File: src/idq_pkg.sv
// Shared types and constants for the integer deque with value delete.
`default_nettype none

package idq_pkg;

  localparam int unsigned CAPACITY_DEF = 32;
  localparam int unsigned MAX_RESULTS  = 32;
  localparam int unsigned DATA_W       = 32;

  typedef enum logic [3:0] {
    OP_PUSH_FRONT = 4'd0,
    OP_PUSH_BACK  = 4'd1,
    OP_POP_FRONT  = 4'd2,
    OP_POP_BACK   = 4'd3,
    OP_DELETE     = 4'd4,
    OP_CLEAR      = 4'd5,
    OP_EMIT_ALL   = 4'd6,
    OP_EMIT_FIRST = 4'd7,
    OP_EMIT_LAST  = 4'd8
  } op_e;

  typedef enum logic [1:0] {
    ST_OK    = 2'd0,
    ST_FULL  = 2'd1,
    ST_EMPTY = 2'd2
  } status_e;

  typedef struct packed {
    logic [3:0]               opcode;
    logic signed [DATA_W-1:0] operand;
  } req_t;

  typedef struct packed {
    logic signed [DATA_W-1:0] data;
    logic [1:0]               status;
    logic                     last;
  } res_t;

endpackage

`default_nettype wire

File: src/idq_store.sv
// Ring-addressed entry memory with registered read.
`default_nettype none

module idq_store #(
  parameter int unsigned CAPACITY = idq_pkg::CAPACITY_DEF,
  localparam int unsigned IDX_W = (CAPACITY > 1) ? $clog2(CAPACITY) : 1,
  localparam int unsigned CNT_W = $clog2(CAPACITY + 1)
) (
  input  wire logic                             clk_i,
  input  wire logic [IDX_W-1:0]                 rd_base_i,
  input  wire logic                             rd_en_i,
  input  wire logic [CNT_W-1:0]                 rd_off_i,
  output      logic signed [idq_pkg::DATA_W-1:0] rd_data_o,
  input  wire logic                             wr_en_i,
  input  wire logic [IDX_W-1:0]                 wr_base_i,
  input  wire logic [CNT_W-1:0]                 wr_off_i,
  input  wire logic signed [idq_pkg::DATA_W-1:0] wr_data_i
);

  localparam int unsigned SUM_W = CNT_W + 1;

  logic signed [idq_pkg::DATA_W-1:0] mem [CAPACITY];
  logic [SUM_W-1:0] rd_sum, wr_sum;
  logic [IDX_W-1:0] rd_slot, wr_slot;

  always_comb begin
    rd_sum = SUM_W'(rd_base_i) + SUM_W'(rd_off_i);
    wr_sum = SUM_W'(wr_base_i) + SUM_W'(wr_off_i);
    if (rd_sum >= SUM_W'(CAPACITY)) begin
      rd_sum = rd_sum - SUM_W'(CAPACITY);
    end
    if (wr_sum >= SUM_W'(CAPACITY)) begin
      wr_sum = wr_sum - SUM_W'(CAPACITY);
    end
    rd_slot = rd_sum[IDX_W-1:0];
    wr_slot = wr_sum[IDX_W-1:0];
  end

  always_ff @(posedge clk_i) begin
    if (wr_en_i) begin
      mem[wr_slot] <= wr_data_i;
    end
  end

  always_ff @(posedge clk_i) begin
    if (rd_en_i) begin
      rd_data_o <= mem[rd_slot];
    end
  end

endmodule

`default_nettype wire

File: src/integer_deque_with_value_delete.sv
// Top level of the integer deque with value delete.
//
//   channel   ports                       handshake
//   command   start, busy, req_i          taken when start & !busy
//   result    res_valid_o, res_o          each word shown for exactly one cycle, never stalled
//
// Push, clear and unused opcodes are handled in the accept cycle; the status word follows in the next cycle.
// Pop goes through S_POP, which registers the word from the registered read of the entry memory.
// Delete walks the fill, one entry a cycle through the memory port.
// Emit streams one word a cycle once the first read is registered, at most MAX_RESULTS words.
// Reset clears front index and fill; memory contents need no clearing.
`default_nettype none

module integer_deque_with_value_delete #(
  parameter int unsigned CAPACITY = idq_pkg::CAPACITY_DEF
) (
  input  wire logic         clk_i,
  input  wire logic         rst_ni,
  input  wire logic         start,
  output      logic         busy,
  input  wire idq_pkg::req_t req_i,
  output      logic         res_valid_o,
  output      idq_pkg::res_t res_o
);

  localparam int unsigned IDX_W = (CAPACITY > 1) ? $clog2(CAPACITY) : 1;
  localparam int unsigned CNT_W = $clog2(CAPACITY + 1);

  typedef enum logic [1:0] {
    S_IDLE,
    S_POP,
    S_EMIT,
    S_DEL
  } state_e;

  state_e state_q;
  logic [IDX_W-1:0] front_q;
  logic [CNT_W-1:0] fill_q;
  logic [CNT_W-1:0] left_q;
  logic [CNT_W-1:0] rd_off_q;
  logic [CNT_W-1:0] kept_q;
  logic signed [idq_pkg::DATA_W-1:0] operand_q;
  logic         res_valid_q;
  idq_pkg::res_t res_q;

  logic accept;
  logic full, empty;
  logic [IDX_W-1:0] front_dec, front_inc;
  logic [CNT_W-1:0] cnt_n, cnt_emit, first_off;
  logic             emit_op;
  logic [CNT_W-1:0] kept_d;
  logic             match;

  logic                              rd_en;
  logic [CNT_W-1:0]                  rd_off;
  logic signed [idq_pkg::DATA_W-1:0] rd_data;
  logic                              wr_en;
  logic [IDX_W-1:0]                  wr_base;
  logic [CNT_W-1:0]                  wr_off;
  logic signed [idq_pkg::DATA_W-1:0] wr_data;

  assign busy   = (state_q != S_IDLE);
  assign accept = start && !busy;
  assign full   = (fill_q == CNT_W'(CAPACITY));
  assign empty  = (fill_q == '0);

  assign front_dec = (front_q == '0) ? IDX_W'(CAPACITY - 1) : front_q - IDX_W'(1);
  assign front_inc = (front_q == IDX_W'(CAPACITY - 1)) ? '0 : front_q + IDX_W'(1);

  assign match  = (rd_data == operand_q);
  assign kept_d = match ? kept_q : kept_q + CNT_W'(1);

  always_comb begin
    emit_op = 1'b0;
    cnt_n   = fill_q;
    case (req_i.opcode) inside
      idq_pkg::OP_EMIT_ALL: begin
        emit_op = 1'b1;
        cnt_n   = fill_q;
      end
      idq_pkg::OP_EMIT_FIRST, idq_pkg::OP_EMIT_LAST: begin
        emit_op = 1'b1;
        if (req_i.operand[idq_pkg::DATA_W-1]) begin
          cnt_n = '0;
        end else if (req_i.operand > $signed({1'b0, (idq_pkg::DATA_W-1)'(fill_q)})) begin
          cnt_n = fill_q;
        end else begin
          cnt_n = req_i.operand[CNT_W-1:0];
        end
      end
      default: begin
        emit_op = 1'b0;
      end
    endcase
    first_off = (req_i.opcode == idq_pkg::OP_EMIT_LAST) ? fill_q - cnt_n : '0;
    cnt_emit  = cnt_n;
    if ((CAPACITY > idq_pkg::MAX_RESULTS) &&
        (32'(cnt_n) > 32'(idq_pkg::MAX_RESULTS))) begin
      cnt_emit = CNT_W'(idq_pkg::MAX_RESULTS);
    end
  end

  always_comb begin
    rd_en   = 1'b0;
    rd_off  = rd_off_q;
    wr_en   = 1'b0;
    wr_base = front_q;
    wr_off  = kept_q;
    wr_data = rd_data;
    case (state_q)
      S_IDLE: begin
        if (accept) begin
          case (req_i.opcode)
            idq_pkg::OP_PUSH_FRONT: begin
              wr_en   = !full;
              wr_base = front_dec;
              wr_off  = '0;
              wr_data = req_i.operand;
            end
            idq_pkg::OP_PUSH_BACK: begin
              wr_en   = !full;
              wr_off  = fill_q;
              wr_data = req_i.operand;
            end
            idq_pkg::OP_POP_FRONT: begin
              rd_en  = !empty;
              rd_off = '0;
            end
            idq_pkg::OP_POP_BACK: begin
              rd_en  = !empty;
              rd_off = fill_q - CNT_W'(1);
            end
            idq_pkg::OP_DELETE: begin
              rd_en  = !empty;
              rd_off = '0;
            end
            default: begin
              rd_en  = emit_op && !empty && (cnt_emit != '0);
              rd_off = first_off;
            end
          endcase
        end
      end
      S_EMIT: begin
        rd_en = (left_q > CNT_W'(1));
      end
      S_DEL: begin
        rd_en = (left_q > CNT_W'(1));
        wr_en = !match;
      end
      default: begin
        rd_en = 1'b0;
      end
    endcase
  end

  idq_store #(
    .CAPACITY (CAPACITY)
  ) u_store (
    .clk_i     (clk_i),
    .rd_base_i (front_q),
    .rd_en_i   (rd_en),
    .rd_off_i  (rd_off),
    .rd_data_o (rd_data),
    .wr_en_i   (wr_en),
    .wr_base_i (wr_base),
    .wr_off_i  (wr_off),
    .wr_data_i (wr_data)
  );

  always_ff @(posedge clk_i or negedge rst_ni) begin
    if (!rst_ni) begin
      state_q     <= S_IDLE;
      front_q     <= '0;
      fill_q      <= '0;
      left_q      <= '0;
      rd_off_q    <= '0;
      kept_q      <= '0;
      operand_q   <= '0;
      res_valid_q <= 1'b0;
      res_q       <= '0;
    end else begin
      res_valid_q <= 1'b0;
      case (state_q)
        S_IDLE: begin
          if (accept) begin
            res_q.data   <= '0;
            res_q.status <= idq_pkg::ST_OK;
            res_q.last   <= 1'b1;
            operand_q    <= req_i.operand;
            case (req_i.opcode)
              idq_pkg::OP_PUSH_FRONT, idq_pkg::OP_PUSH_BACK: begin
                res_valid_q <= 1'b1;
                if (full) begin
                  res_q.status <= idq_pkg::ST_FULL;
                end else begin
                  fill_q <= fill_q + CNT_W'(1);
                  if (req_i.opcode == idq_pkg::OP_PUSH_FRONT) begin
                    front_q <= front_dec;
                  end
                end
              end
              idq_pkg::OP_POP_FRONT, idq_pkg::OP_POP_BACK: begin
                if (empty) begin
                  res_valid_q  <= 1'b1;
                  res_q.status <= idq_pkg::ST_EMPTY;
                end else begin
                  state_q <= S_POP;
                  fill_q  <= fill_q - CNT_W'(1);
                  if (req_i.opcode == idq_pkg::OP_POP_FRONT) begin
                    front_q <= front_inc;
                  end
                end
              end
              idq_pkg::OP_DELETE: begin
                if (empty) begin
                  res_valid_q <= 1'b1;
                end else begin
                  state_q  <= S_DEL;
                  left_q   <= fill_q;
                  rd_off_q <= CNT_W'(1);
                  kept_q   <= '0;
                end
              end
              idq_pkg::OP_CLEAR: begin
                res_valid_q <= 1'b1;
                fill_q      <= '0;
                front_q     <= '0;
              end
              default: begin
                if (emit_op && empty) begin
                  res_valid_q  <= 1'b1;
                  res_q.status <= idq_pkg::ST_EMPTY;
                end else if (emit_op && (cnt_emit != '0)) begin
                  state_q  <= S_EMIT;
                  left_q   <= cnt_emit;
                  rd_off_q <= first_off + CNT_W'(1);
                end else begin
                  res_valid_q <= 1'b1;
                end
              end
            endcase
          end
        end
        S_POP: begin
          res_valid_q  <= 1'b1;
          res_q.data   <= rd_data;
          res_q.status <= idq_pkg::ST_OK;
          res_q.last   <= 1'b1;
          state_q      <= S_IDLE;
        end
        S_EMIT: begin
          res_valid_q  <= 1'b1;
          res_q.data   <= rd_data;
          res_q.status <= idq_pkg::ST_OK;
          res_q.last   <= (left_q == CNT_W'(1));
          left_q       <= left_q - CNT_W'(1);
          rd_off_q     <= rd_off_q + CNT_W'(1);
          if (left_q == CNT_W'(1)) begin
            state_q <= S_IDLE;
          end
        end
        S_DEL: begin
          kept_q   <= kept_d;
          left_q   <= left_q - CNT_W'(1);
          rd_off_q <= rd_off_q + CNT_W'(1);
          if (left_q == CNT_W'(1)) begin
            fill_q       <= kept_d;
            res_valid_q  <= 1'b1;
            res_q.data   <= '0;
            res_q.status <= idq_pkg::ST_OK;
            res_q.last   <= 1'b1;
            state_q      <= S_IDLE;
          end
        end
        default: begin
          state_q <= S_IDLE;
        end
      endcase
    end
  end

  assign res_valid_o = res_valid_q;
  assign res_o       = res_q;

endmodule

`default_nettype wire

File: config.mk
export PLATFORM = sky130hd
export DESIGN_NAME = integer_deque_with_value_delete
export DESIGN_NICKNAME = d
export VERILOG_FILES = /design/src/idq_pkg.sv /design/src/idq_store.sv /design/src/integer_deque_with_value_delete.sv
export SDC_FILE = /design/constraint.sdc
export NUM_CORES = 1
export LEC_CHECK = 0
export BUFFER_PORTS_ARGS = -buffer_cell sky130_fd_sc_hd__buf_2
export CAP_MARGIN = 20
export CORE_UTILIZATION = 55
export CTS_CLUSTER_DIAMETER = 200
export DETAILED_ROUTE_END_ITERATION = 12
export MAX_ROUTING_LAYER = met4
export PLACE_DENSITY_LB_ADDON = 0.25
export SYNTH_ARGS = -nofsm -noshare
export SYNTH_HDL_FRONTEND = slang
export SYNTH_SLANG_ARGS = --single-unit
File: constraint.sdc
create_clock -name clk_i -period 6.4 [get_ports clk_i]
set_input_delay 0.32 -clock clk_i [delete_from_list [all_inputs] [get_ports clk_i]]
set_output_delay 0.32 -clock clk_i [all_outputs]
set_load 0.03 [all_outputs]
**After elaboration in Yosys (flattened, before gate mapping)**

Memory sizes are Yosys's and may differ from the RTL's. A register that Yosys moved wholly into a read port is not among the register bits.
Cells that the tools add are included.

- Add/subtract/negate cells: 13
- Order comparisons: 4
- Equality and inequality tests: 33
- Muxes and demuxes: 80
- Reduce and logical (&&, ||, !) cells: 35

Operators with widths:

| kind | number |
|---|---|
| 2-to-1 mux 6 bit | 25 |
| one-hot mux 35 bit (4 select lines) | 1 |
| 2-to-1 mux 32 bit | 3 |
| one-hot mux 6 bit (2 select lines) | 7 |
| 2-to-1 mux 35 bit | 2 |
| 2-to-1 mux 5 bit | 10 |
| one-hot mux 6 bit (3 select lines) | 2 |
| equality test 32 bit | 1 |
| > comparator 32 x 7 -> 1 bit | 1 |
| adder 6 x 1 -> 6 bit (second input constant) | 4 |
| one-hot mux 2 bit (3 select lines) | 3 |
| AND reduction 6 bit | 3 |
| equality test 4 x 3 -> 1 bit (second input constant) | 4 |
| 2-to-1 mux 2 bit | 8 |
| != test 2 bit (second input constant) | 8 |
| one-hot mux 5 bit (3 select lines) | 1 |
| subtractor 5 x 1 -> 5 bit (second input constant) | 3 |
| adder 5 x 6 -> 7 bit | 2 |
| >= comparator 7 x 6 -> 1 bit (second input constant) | 2 |
| OR reduction 2 bit | 7 |
| 2-to-1 mux 1 bit | 13 |
| != test 4 x 2 -> 1 bit (second input constant) | 3 |
| subtractor 6 x 1 -> 6 bit (second input constant) | 2 |
| != test 3 bit (second input constant) | 3 |
| other kinds (29) | 47 |

- Bits in registers: 99
- RAM bits: 1024
- Output and inout port bits: 37
- Logic and storage cells: 177
- Memories: 1

Memory list:

| memory | words | bits a word | read ports | clocked after memory_dff | write ports | line | text |
|---|---|---|---|---|---|---|---|
| u_store.mem | 32 | 32 | 1 | 1 | 1 | idq_store.sv:22 | `logic signed [idq_pkg::DATA_W-1:0] mem [CAPACITY];` |

**Logic depth before layout (Yosys ltp)**

- Depth in word-level cells: 13
- Depth in mapped cells: 23
- Mapped depth without buffers: 21

**Hierarchy**

From an unflattened synthesis, not the netlist that was laid out.

- Cells, all modules: 3448
- Area total of the unflattened synthesis: 49553.8 µm²

Modules (own cells, without submodules):

| module | instances | cells each | area each (µm²) | sequential area each (µm²) |
|---|---|---|---|---|
| idq_store | 1 | 2617 | 42867.4 | 31710.4 |
| integer_deque_with_value_delete | 1 | 831 | 6686.4 | 2477.4 |

**Worst setup path before layout**

OpenSTA, ideal clock, no wires.

- Path kind: flip-flop to flip-flop
- Start point: register fill_q[5]
- End point: register u_store.rd_data_o[10] (netlist name) (read register of u_store.mem) (data pin)
- Library setup time: 260 ps
- Arrival: 5731 ps
- Path slack: 409 ps
- Stages on the path, launching flop included: 20
- Path buffers: 2
- Period minus slack after synthesis: 5991 ps
- Path through: dfrtp_1 > clkbuf_1 > inv_1 > ha_1 > a2111oi_4 > nand3_1 > a211oi_4 > nor2_1 > a22o_1 > ha_1 > inv_1 > fa_1 > and2_1 > nor2_1 > o21ai_0 > fa_1 > xnor2_1 > clkbuf_1 > mux4_2 > mux2_4

- Longest elaborated chain between the ends: 13

RTL lines:

| item | line | text |
|---|---|---|
| from (decl) | integer_deque_with_value_delete.sv:38 | `logic [CNT_W-1:0] fill_q;` |
| from (signal assigned) | integer_deque_with_value_delete.sv:197 | `fill_q <= fill_q + CNT_W'(1);` |
| from (signal assigned) | integer_deque_with_value_delete.sv:209 | `fill_q <= fill_q - CNT_W'(1);` |
| from (signal assigned) | integer_deque_with_value_delete.sv:268 | `fill_q <= kept_d;` |
| > comparator 32 x 7 -> 1 bit | integer_deque_with_value_delete.sv:85 | `end else if (req_i.operand > $signed({1'b0, (idq_pkg::DATA_W-1)'(fill_q)})) begin` |
| 2-to-1 mux 6 bit | integer_deque_with_value_delete.sv:85 |  |
| 2-to-1 mux 6 bit | integer_deque_with_value_delete.sv:83 | `if (req_i.operand[idq_pkg::DATA_W-1]) begin` |
| 2-to-1 mux 6 bit (2 in series) | integer_deque_with_value_delete.sv:76 | `case (req_i.opcode) inside` |
| subtractor 6 bit | integer_deque_with_value_delete.sv:95 | `first_off = (req_i.opcode == idq_pkg::OP_EMIT_LAST) ? fill_q - cnt_n : '0;` |
| 2-to-1 mux 6 bit | integer_deque_with_value_delete.sv:95 |  |
| one-hot mux 6 bit (3 select lines) | integer_deque_with_value_delete.sv:113 | `case (req_i.opcode)` |
| 2-to-1 mux 6 bit | integer_deque_with_value_delete.sv:112 | `if (accept) begin` |
| 2-to-1 mux 6 bit | integer_deque_with_value_delete.sv:110 | `case (state_q)` |
| adder 5 x 6 -> 7 bit | idq_store.sv:27 | `rd_sum = SUM_W'(rd_base_i) + SUM_W'(rd_off_i);` |
| >= comparator 7 x 6 -> 1 bit / subtractor 5 x 1 -> 5 bit (equally long branches) | idq_store.sv:29, idq_store.sv:30 |  |
| 2-to-1 mux 5 bit | idq_store.sv:29 | `if (rd_sum >= SUM_W'(CAPACITY)) begin` |
| to (decl) | idq_store.sv:13 | `output logic signed [idq_pkg::DATA_W-1:0] rd_data_o,` |

Several ways; a longest one is shown, not always the timed one.
A chain may end at the register's enable or synchronous reset.

**Final worst setup path**

- Start point: input port req_i[30] (netlist name)
- End point: register u_store.rd_data_o[22] (netlist name) (read register of u_store.mem) (data pin)

- Longest elaborated chain between the ends: 13

RTL lines:

| item | line | text |
|---|---|---|
| from (decl) | integer_deque_with_value_delete.sv:21 | `input wire idq_pkg::req_t req_i,` |
| > comparator 32 x 7 -> 1 bit (*) | integer_deque_with_value_delete.sv:85 |  |
| 2-to-1 mux 6 bit (*) | integer_deque_with_value_delete.sv:85 |  |
| 2-to-1 mux 6 bit (*) | integer_deque_with_value_delete.sv:83 |  |
| 2-to-1 mux 6 bit (*) (2 in series) | integer_deque_with_value_delete.sv:76 |  |
| subtractor 6 bit | integer_deque_with_value_delete.sv:95 |  |
| 2-to-1 mux 6 bit | integer_deque_with_value_delete.sv:95 |  |
| one-hot mux 6 bit (3 select lines) | integer_deque_with_value_delete.sv:113 |  |
| 2-to-1 mux 6 bit | integer_deque_with_value_delete.sv:112 |  |
| 2-to-1 mux 6 bit | integer_deque_with_value_delete.sv:110 |  |
| adder 5 x 6 -> 7 bit | idq_store.sv:27 |  |
| >= comparator 7 x 6 -> 1 bit / subtractor 5 x 1 -> 5 bit (equally long branches) | idq_store.sv:29, idq_store.sv:30 |  |
| 2-to-1 mux 5 bit | idq_store.sv:29 |  |

Mark *: on every way between the ends. The rest lies on a longest branch, timed or not.

==> impl_metrics.yaml <==
run_status:
  status: "complete, no violations"
critical_path:
  critical_path_class: "in2reg"
  cp.required_ps: 6840
  ff2ff_path_depth: 19
  r2r_end: "u_store.rd_data_o[22]"
  cp-startpoint: "req_i[30]"
  critPathMaxFanout: 25
  critPathLaunchType: "primary input"
  arrival_ps: 6520
  endpoint_kind: "flip-flop"
  crit_end: "u_store.rd_data_o[22]"
  timing.rr.start: "fill_q[4]"
  r2r_setup_slack_ps: 450
yosys:
  ys_types: 74
  synth_edf_count: 1056
  post-synth-top-count-cell: "edfxtp_1"
  yosys-top-cells-area: "edfxtp_1, mux4_2, dfrtp_1, nand2_1, mux2_4"
  ys_top_cells_by_count: "edfxtp_1, mux4_2, nand2_1"
  synthArstFlopShare_pct: 8.49
  syn_area_um2: 46700
  syn_nets: 2435
  synth_top_area_share_pct: 67.9
  ys_seq_elements: 1154
  seq_area_frac_synth_pct: 73.2
  synth_ff_type: "edfxtp_1"
  ys_warn_count: 0
  syn-mean-instance-area_um2: 19.8
  synth_area_leader_cell: "edfxtp_1"
  postSynthCellCount: 2360
sta:
  timing.fmax_mhz: 164
  fin_skew_ps: 33.3
  slew_headroom_pct: 27.6
  rsz0062_at_grt: "no"
  slew_violations: 0
  setup_viol: 0
  tightest_slew_ps: 1080
  finalHoldViolCount: 0
  fin_crit_ps: 6090
  min_period_over_period_pct: 95.1
  fin_ws_ps: 313
  fin_setup_tns_ps: 0
power:
  power.density_nw_per_um2: 528
  total_leakage_power_nw: 18.4
  ir_worst_vdd_uv: 394
grt:
  grtUsageTotal_pct: 30.4
  gr-total-overflow: 0
  grt_max_degree: 52
  first_global_vias: 25000
  grt_pass1_wl_um: 178000
  antenna_found_initial: 2
clock_network:
  clock_latency_ps: 700
  cts_root_buffer: "clkbuf_16"
  clockBufferDepth: 3
  cts.sinks: 1154
  cts_tree: "yes"
  clk_pin_slew_ps: 60
  cts-htree-levels: 3
  cts_buffers: 113
routing:
  dr.first_iter.drc_count: 3667
  vias: 25100
  drcViolationCount: 0
  routed_via_density: 6.56
  drt-total-wl_um: 124000
  routedWlPerCell_um: 32.3
  drt-pass1-iter-count: 6
  drt.antenna.violating_nets: 0
placed_design:
  numPortBuffers: 75
  hpwl_um: 69700
  dp_slack_ps: 165
  finalWeightedCongestion: 0.922
hold_path:
  hp-class: "in2reg"
floorplanning:
  die_x_um: 293
  core_um2: 83800
  ios: 76
  die_area_um2: 86000
  fp.dieH_um: 293
  num_rows: 106
  start_util_pct: 55.7
finish:
  drive_gt1_share_pct: 29.5
  nets: 2674
  area_delta_synth_final_pct: 16.1
job:
  drv_cap: 0
registers in the layout, indices dropped and copies added (netlist names):
| register | cells |
|---|---|
| u_store.mem | 1024 |
| u_store.rd_data_o | 32 |
| left_q | 6 |
| rd_off_q | 5 |
| kept_q | 6 |
| operand_q | 32 |
| res_o | 35 |
| fill_q | 6 |
| state_q | 2 |
| front_q | 5 |
| res_valid_o | 1 |
report_power, final:
part | switching (W) | leakage [nW] | total [W] | internal (W)
Clock | 0.00283 | 1.86 | 0.00683 | 0.00400
Sequential | 0.000535 | 10.8 | 0.0105 | 0.00998
Combinational | 0.00579 | 5.73 | 0.0112 | 0.00545
Total | 0.00916 | 18.4 | 0.0286 | 0.0194
final cells by class:
class                   instances  area [µm²]
flip-flops and latches       1154       34200
fillers                      5571       29600
multi-input cells            1062       12300
clock buffers                 144        3000
repair buffers                242        2400
well taps                    1134        1420
clock inverters                69         842
inverters                      26        97.6
diodes                          2        5.00
layout by cell type (no fill, tap or decap), drive strengths merged, types with 35 or more instances in the layout:
cell type	instances
nand2	248
mux2	38
o21ai	41
mux4	320
xor2	42
a22o	38
dfrtp	98
buf	210
edfxtp	1056
nor2	84
clkbuf	144
clkinv	48
a21oi	35
logic make-up after synthesis:
group           after synthesis  share of synthesized area, %
compound gates              178                          2.74
buf+inv                     144                          1.25
flops                      1154                          73.2
xor+xnor                     59                          1.14
mux                         361                          16.7
simple gates                428                          3.98
fa+ha+maj                    36                          1.01
how the worst min path moves through the flow:
stage                 from    endpoint  slack (ps)  cells after the start
global placement    rst_ni  state_q[1]         410                      1
detailed placement  rst_ni  state_q[1]         420                      1
floorplan           rst_ni   fill_q[0]          20                      0
finish               start    res_o[1]         100                      3
global route         start    res_o[1]         120                      3
CTS                  start    res_o[1]          70                      3
repair_timing:
item	4_1_cts	5_1_grt
endpoints found under the hold margin	81	0
endpoints found under the setup margin	0	1
resized for setup	0	1
setup buffers	0	0
hold buffers	32	0
through the flow:
stage	hold slack, ps	cells	utilization, %	total power [W]	area (µm²)
6_report	104	3833	64.6	0.0286	54200
3_3_place_gp	410	3586	59.7	0.0215	50000
3_5_place_dp	417	3586	59.7	0.0218	50000
5_1_grt	121	3833	64.6	0.0296	54200
4_1_cts	74.8	3831	64.6	0.0286	54200
2_1_floorplan	24.4	2360	-	0.0180	46700
worst max-delay path, stage by stage:
cell and delay (ps):
dlygate4sd3_1 530, buf_2 170, nor4_2 470, buf_4 200, and4_1 170, nand3_1 170
buf_4 240, a211oi_4 290, nor2_1 90, a22o_1 240, ha_1 200, inv_1 90
fa_1 440, and2_1 180, nor2_1 120, o21ai_0 160, fa_4 870, buf_12 190
buf_12 230, mux4_2 340, mux4_2 480, mux2_4 280
layer usage:
metal	global-route usage (%)	routed length, µm	up-vias
met5	-	0	-
met4	9.15	3790	0
met3	6.62	14500	252
met2	44.8	57400	1675
met1	43.1	48300	13100
li1	-	-	10100
Note: power is estimated with default switching activity, not from simulation.
